==> config.mk <==
export PLATFORM = sky130hd
export DESIGN_NAME = fcull_lane
export DESIGN_NICKNAME = d
export VERILOG_FILES = /design/src/sv/fcull_pkg.sv /design/src/sv/fcull_lane.sv
export SDC_FILE = /design/constraint.sdc
export NUM_CORES = 2
export LEC_CHECK = 0
export ABC_CLOCK_PERIOD_IN_PS = 7200
export BUFFER_PORTS_ARGS = -buffer_cell sky130_fd_sc_hd__buf_4
export CORE_MARGIN = 1
export CORE_UTILIZATION = 50
export DETAILED_ROUTE_END_ITERATION = 8
export PLACE_DENSITY = 0.7
export SLEW_MARGIN = 0
export SYNTH_ARGS = -nofsm -noshare
export SYNTH_HDL_FRONTEND = slang
export SYNTH_SLANG_ARGS = --single-unit
==> constraint.sdc <==
create_clock -name clk -period 7.2 [get_ports clk]
set_clock_uncertainty 0.15 [all_clocks]
set_input_delay 0 -clock clk [delete_from_list [all_inputs] [get_ports clk]]
set_output_delay 0 -clock clk [all_outputs]
set_load 0.02 [all_outputs]
==> src/sv/fcull_pkg.sv <==
// fcull_pkg: types and constants shared by the frustum cull test block
// depends on nothing; used by fcull_regs, fcull_lane, frustum_cull_test and its testbench
package fcull_pkg;

  localparam int NUM_PLANES = 6;
  localparam int NORM_FRAC  = 14;   // fraction bits of a Q1.14 normal
  localparam int ADDR_W     = 6;    // byte address of six 64-bit registers
  localparam int IDX_LSB    = 3;    // registers sit at 8*i
  localparam int IDX_W      = ADDR_W - IDX_LSB;
  localparam int DATA_W     = 64;

  localparam logic [1:0] OP_POINT  = 2'd0;
  localparam logic [1:0] OP_SPHERE = 2'd1;
  localparam logic [1:0] OP_BOX    = 2'd2;

  // one plane register, d in the top field
  typedef struct packed {
    logic signed [15:0] d;
    logic signed [15:0] nz;
    logic signed [15:0] ny;
    logic signed [15:0] nx;
  } plane_t;

  // control from the top level to each plane lane
  typedef struct packed {
    logic en;    // whole pipe advances
    logic box;   // stage 1 item is a box query
  } ctl_t;

endpackage

==> src/sv/fcull_lane.sv <==
// fcull_lane: one plane's distance test, select and multiply then sum and compare
// depends on fcull_pkg
module fcull_lane #(
  parameter int COORD_WIDTH = 16
) (
  input  logic                          clk,
  input  fcull_pkg::ctl_t               ctl,
  input  fcull_pkg::plane_t             plane,
  input  logic signed [COORD_WIDTH-1:0] ax,
  input  logic signed [COORD_WIDTH-1:0] ay,
  input  logic signed [COORD_WIDTH-1:0] az,
  input  logic signed [COORD_WIDTH-1:0] bx,
  input  logic signed [COORD_WIDTH-1:0] by,
  input  logic signed [COORD_WIDTH-1:0] bz,
  input  logic [COORD_WIDTH-2:0]        bias,   // stage 2 aligned radius, 0 unless sphere
  output logic                          excl    // stage 3 plane excludes the query
);

  localparam int PW = COORD_WIDTH + 16;   // product width
  // sum width, no overflow; the offset term alone needs 30 bits plus headroom
  localparam int SW = (COORD_WIDTH + 18 > 32) ? COORD_WIDTH + 18 : 32;

  logic signed [COORD_WIDTH-1:0] sx, sy, sz;
  logic signed [PW-1:0] px_r, py_r, pz_r;
  logic signed [PW-1:0] px_nxt, py_nxt, pz_nxt;
  logic signed [SW-1:0] sum;
  logic                 excl_r;

  // box: n.(min+max) + |n|.(max-min) = 2 n.(n<0 ? min : max)
  assign sx = (ctl.box && !plane.nx[15]) ? bx : ax;
  assign sy = (ctl.box && !plane.ny[15]) ? by : ay;
  assign sz = (ctl.box && !plane.nz[15]) ? bz : az;

  assign px_nxt = PW'(plane.nx * sx);
  assign py_nxt = PW'(plane.ny * sy);
  assign pz_nxt = PW'(plane.nz * sz);

  always_ff @(posedge clk) begin
    if (ctl.en) begin
      px_r <= px_nxt;
      py_r <= py_nxt;
      pz_r <= pz_nxt;
    end
  end

  assign sum = {{(SW-PW){px_r[PW-1]}}, px_r}
             + {{(SW-PW){py_r[PW-1]}}, py_r}
             + {{(SW-PW){pz_r[PW-1]}}, pz_r}
             + {{(SW-30){plane.d[15]}}, plane.d, {fcull_pkg::NORM_FRAC{1'b0}}}
             + {{(SW-COORD_WIDTH-13){1'b0}}, bias, {fcull_pkg::NORM_FRAC{1'b0}}};

  always_ff @(posedge clk) begin
    if (ctl.en) begin
      excl_r <= sum[SW-1];   // ties are inside
    end
  end

  assign excl = excl_r;

endmodule

# Yosys cells after proc, flatten, opt, wreduce, memory -nomap -nowiden
# Index checks and enable logic that the tools add are counted.
dict set report word_totals {
  register_bits 97
  input_bits 178
  out_inout_bits 1
  word_cells 20
}
dict set report classes {
  add_sub_neg 4
  n_mul 3
  n_mux 3
  reduce_logical 6
}
# op n
set op_table {}
lappend op_table {{multiplier 16 x 16 -> 32 bit} 3}
lappend op_table {{2-to-1 mux 16 bit} 3}
lappend op_table {{adder 33 x 32 -> 34 bit} 1}
lappend op_table {{adder 34 x 29 -> 34 bit} 1}
lappend op_table {{adder 34 bit} 1}
lappend op_table {{adder 32 x 32 -> 33 bit} 1}
lappend op_table {{logical AND 1 bit} 3}
lappend op_table {{zero test 1 bit} 3}

# Logic depth before layout (Yosys ltp)
dict set report depth {
  depth_word 4
  mapped_depth 28
  depth_no_buf 24
}

# Least setup slack after synthesis
# No wires, ideal clock.
dict set report synth_timing {
  kind {input port to flip-flop}
  start {in ctl[0] (netlist name)}
  end {reg px_r[31], data pin}
  setup_ps 262
  arrival_time_ps 6560
  required_time_ps 6788
  setup_slack_ps 228
  stages 25
  n_path_buf 3
  path_cell_list {nor2b_1 -> clkbuf_1 -> buf_1 -> mux2i_1 -> clkbuf_1 -> nor2b_1 -> fa_1 -> inv_1 -> fa_1 -> fa_1 -> inv_1 -> fa_1 -> fa_1 -> inv_1 -> fa_1 -> inv_1 -> ha_1 -> a211oi_1 -> nand2_1 -> a2111oi_2 -> a22oi_1 -> a311oi_1 -> nor2_1 -> a221oi_2 -> xnor2_1}
}
dict set report synth_via {
  elab_chain_len 3
}
# element line
set synth_rtl {}
lappend synth_rtl {{start: declaration} fcull_lane.sv:7} ;# input fcull_pkg::ctl_t ctl,
lappend synth_rtl {{logical AND 1 bit} fcull_lane.sv:30} ;# assign sx = (ctl.box && !plane.nx[15]) ? bx : ax;
lappend synth_rtl {{2-to-1 mux 16 bit} fcull_lane.sv:30}
lappend synth_rtl {{multiplier 16 x 16 -> 32 bit} fcull_lane.sv:34} ;# assign px_nxt = PW'(plane.nx * sx);
lappend synth_rtl {{via px_nxt[31]} fcull_lane.sv:25} ;# logic signed [PW-1:0] px_nxt, py_nxt, pz_nxt;
lappend synth_rtl {{end signal: assignment} fcull_lane.sv:40} ;# px_r <= px_nxt;
lappend synth_rtl {{end: declaration} fcull_lane.sv:24} ;# logic signed [PW-1:0] px_r, py_r, pz_r;
# The timed path passes the listed nets, and every way through them passes these cells.
# A chain may end at the register's enable or synchronous reset.

# Worst setup path after layout
dict set report layout_timing {
  start {in ctl[0] (netlist name)}
  end {reg py_r[31], data pin}
}
dict set report layout_via {
  elab_chain_len 3
}
# element line
set layout_rtl {}
lappend layout_rtl {{logical AND 1 bit} fcull_lane.sv:31} ;# assign sy = (ctl.box && !plane.ny[15]) ? by : ay;
lappend layout_rtl {{2-to-1 mux 16 bit} fcull_lane.sv:31}
lappend layout_rtl {{multiplier 16 x 16 -> 32 bit} fcull_lane.sv:35} ;# assign py_nxt = PW'(plane.ny * sy);
lappend layout_rtl {{via py_nxt[31]} fcull_lane.sv:25}
lappend layout_rtl {{end signal: assignment} fcull_lane.sv:41} ;# py_r <= py_nxt;
lappend layout_rtl {{end: declaration} fcull_lane.sv:24}
# The timed path passes the listed nets, and every way through them passes these cells.

==> out/summary.txt <==
RePlAce Congestion = 0.890
Synth top area share = 48.2%
# port buffers = 178
TNS Setup = 0 ps
Final nets = 5015
Critical R2R Capture = excl
Post-synth ARST share = 0%
Rel. slew slack = 40.9%
most common cell in the netlist = fa_1
Sinks on Clock Net = 97
DR pass1 iterations = 7
CP max FO = 16
critical path data arrival time = 6580 ps
Setup violations, final = 0
CP required = 7140 ps
Top FF cell, synth = edfxtp_1
Detailed Route Iter0 Violations = 1257
Startpoint Class = input pin
commonest cells in the netlist = fa_1, inv_1, nand2_1
RSZ-0062 raised after global routing = false
GRT Total Usage = 24.0%
syn nets = 4888
mean post-synth cell area = 9.93 um2
placed instance count = 4611
Max Buffers Root-to-Sink = 2
critical path capture point type = register
post-CTS sizing = 0
status = complete, but fails checks
via/cell ratio = 5.18
number of synthesized flops with an enable pin = 97
die area = 0.0717 mm2
reg2reg setup slack = 2350 ps
Hold Crit Depth = 1
# IOs = 179
largest net degree at the start of global routing = 60
DRC Markers = 0
Mapped Cells = 3556
layout cells sized above 1 = 8.46%
row count = 97
GR Overflow Total = 0
vias = 24.0k
CTS tree = yes
Worst-path clk slew = 70 ps
WHS = -3.76 ps
core area = 0.0699 mm2
fin crit share = 92.1%
critical path type = input pin to register
Die H = 268 um
failing checks = negative hold slack
#FFs+latches synth = 97
Final Hold Vio Count = 2
minimum clock period after layout = 6630 ps
multi-input logic area = 0.0288 mm2
DIE WIDTH = 268 um
DRT antenna net count = 0
Worst-Skew Late Latency = 360 ps
total CTS buffers = 9
area growth from synthesis to layout = 7.96%
routed wire length per instance = 17.5 um
postcts setup bufs = 0
Critical R2R Launch = px_r[25]
Yosys top cell by area = fa_1
Hold Path Class = input pin to register
Finished Core Util = 54.5%
Reg2Reg Depth = 12
Post-Layout Cell Count = 4634
Fillers = 6285
Worst Min Path Start = ctl[1]
drt total wl = 81.1 mm
worst slew pin tran = 862 ps
initial cell density of the core = 50.5%
Synth cell types = 67
Max Cap Viol = 0
Hold EP = pz_r[14]
Max Slew Vio Count = 0
flip-flop and latch area = 0.00291 mm2
initial antenna violation count = 6
Fmax = 151 MHz
Root Driver = clkbuf_16
vias in the first global route = 25.8k
CTS H-tree depth = 3
top cells by area, synth = fa_1, ha_1, inv_1
Post-Syn Area = 0.0353 mm2
register area share after synthesis = 8.25%
synth warn = 0
DPL Wire Length = 68.3 mm
first-pass GRT wire length = 134 mm
## worst max-delay path: stages
cell and delay, ps:
buf_4 170, nor2b_2 210, buf_12 170, mux2_2 500, nand2_1 140, fa_1 450
fa_1 510, fa_1 520, inv_1 60, fa_1 480, fa_1 490, inv_1 50
fa_1 500, inv_1 50, ha_1 350, a21oi_1 180, o21ai_0 110, o41ai_1 480
a31oi_1 180, buf_4 200, a31oi_1 310, o2111ai_1 170, a21oi_1 190, xnor2_1 80
## worst max-delay path by stage
stage / from / endpoint / slack, ps
6_report: ctl[0] / py_r[31] / 570
5_1_grt: ctl[0] / pz_r[30] / 230
4_1_cts: ctl[0] / py_r[31] / 560
3_5_place_dp: ctl[0] / py_r[31] / 200
3_3_place_gp: ctl[0] / px_r[28] / 320
2_1_floorplan: ctl[0] / px_r[31] / 230
## metrics by stage
stage               worst slack (ps)  instance area, um2
finish                           568               38100
global route                     226               38100
CTS                              562               38100
detailed placement               205               37800
global placement                 322               37800
floorplan                        228               35300
## state kept, by name, summed over array words and instances (netlist names)
register / count
px_r: 32
py_r: 32
pz_r: 32
excl: 1
## layer usage
layer | part of all wire (%) | GRT usage (%) | vias up
met5 | 0 | 0 | -
met3 | 4.8 | 2.57 | 131
li1 | - | - | 10900
met4 | 2.5 | 6.25 | 0
met1 | 43 | 32.8 | 12300
met2 | 50 | 40.8 | 632
## cell usage in the layout (no fill, tap or decap), drive strengths merged, types with 17 or more instances in the layout
cell	count
nand3	20
o21bai	17
xor2	19
inv	846
or2	18
o21ai	37
mux2i	21
buf	224
a211oi	18
nor2	84
mux2	33
nand2b	30
a21oi	70
and2	175
nor2b	208
fa	851
a21o	38
ha	303
edfxtp	97
xnor2	84
nand2	366
## cell type report
cell class | count | area share (%)
Clock inverter | 7 | 0.249
Sequential cell | 97 | 7.64
Multi-Input combinational cell | 2507 | 75.6
Timing Repair Buffer | 225 | 4.50
Tap cell | 940 | 3.08
Antenna cell | 6 | 0.0394
Inverter | 843 | 8.30
Clock buffer | 9 | 0.591
## kinds of logic after synthesis
kind of cell | synth area share [%]
and+or+nand+nor | 13.6
DFF | 8.25
buffers and inverters | 10.1
xor gates and xnor gates | 2.55
muxes | 1.65
AOI/OAI and AO/OA | 4.86
adders and majority gates | 59.0
## timing repair
| item | CTS | global route |
|---|---|---|
| hold endpoints to repair | 1 | 0 |
| setup endpoints to repair | 0 | 0 |
| hold buffers | 1 | 0 |
Power is left out: the tool's default activity adds up to more than one toggle a clock period on the data nets, which glitch-free logic cannot reach.
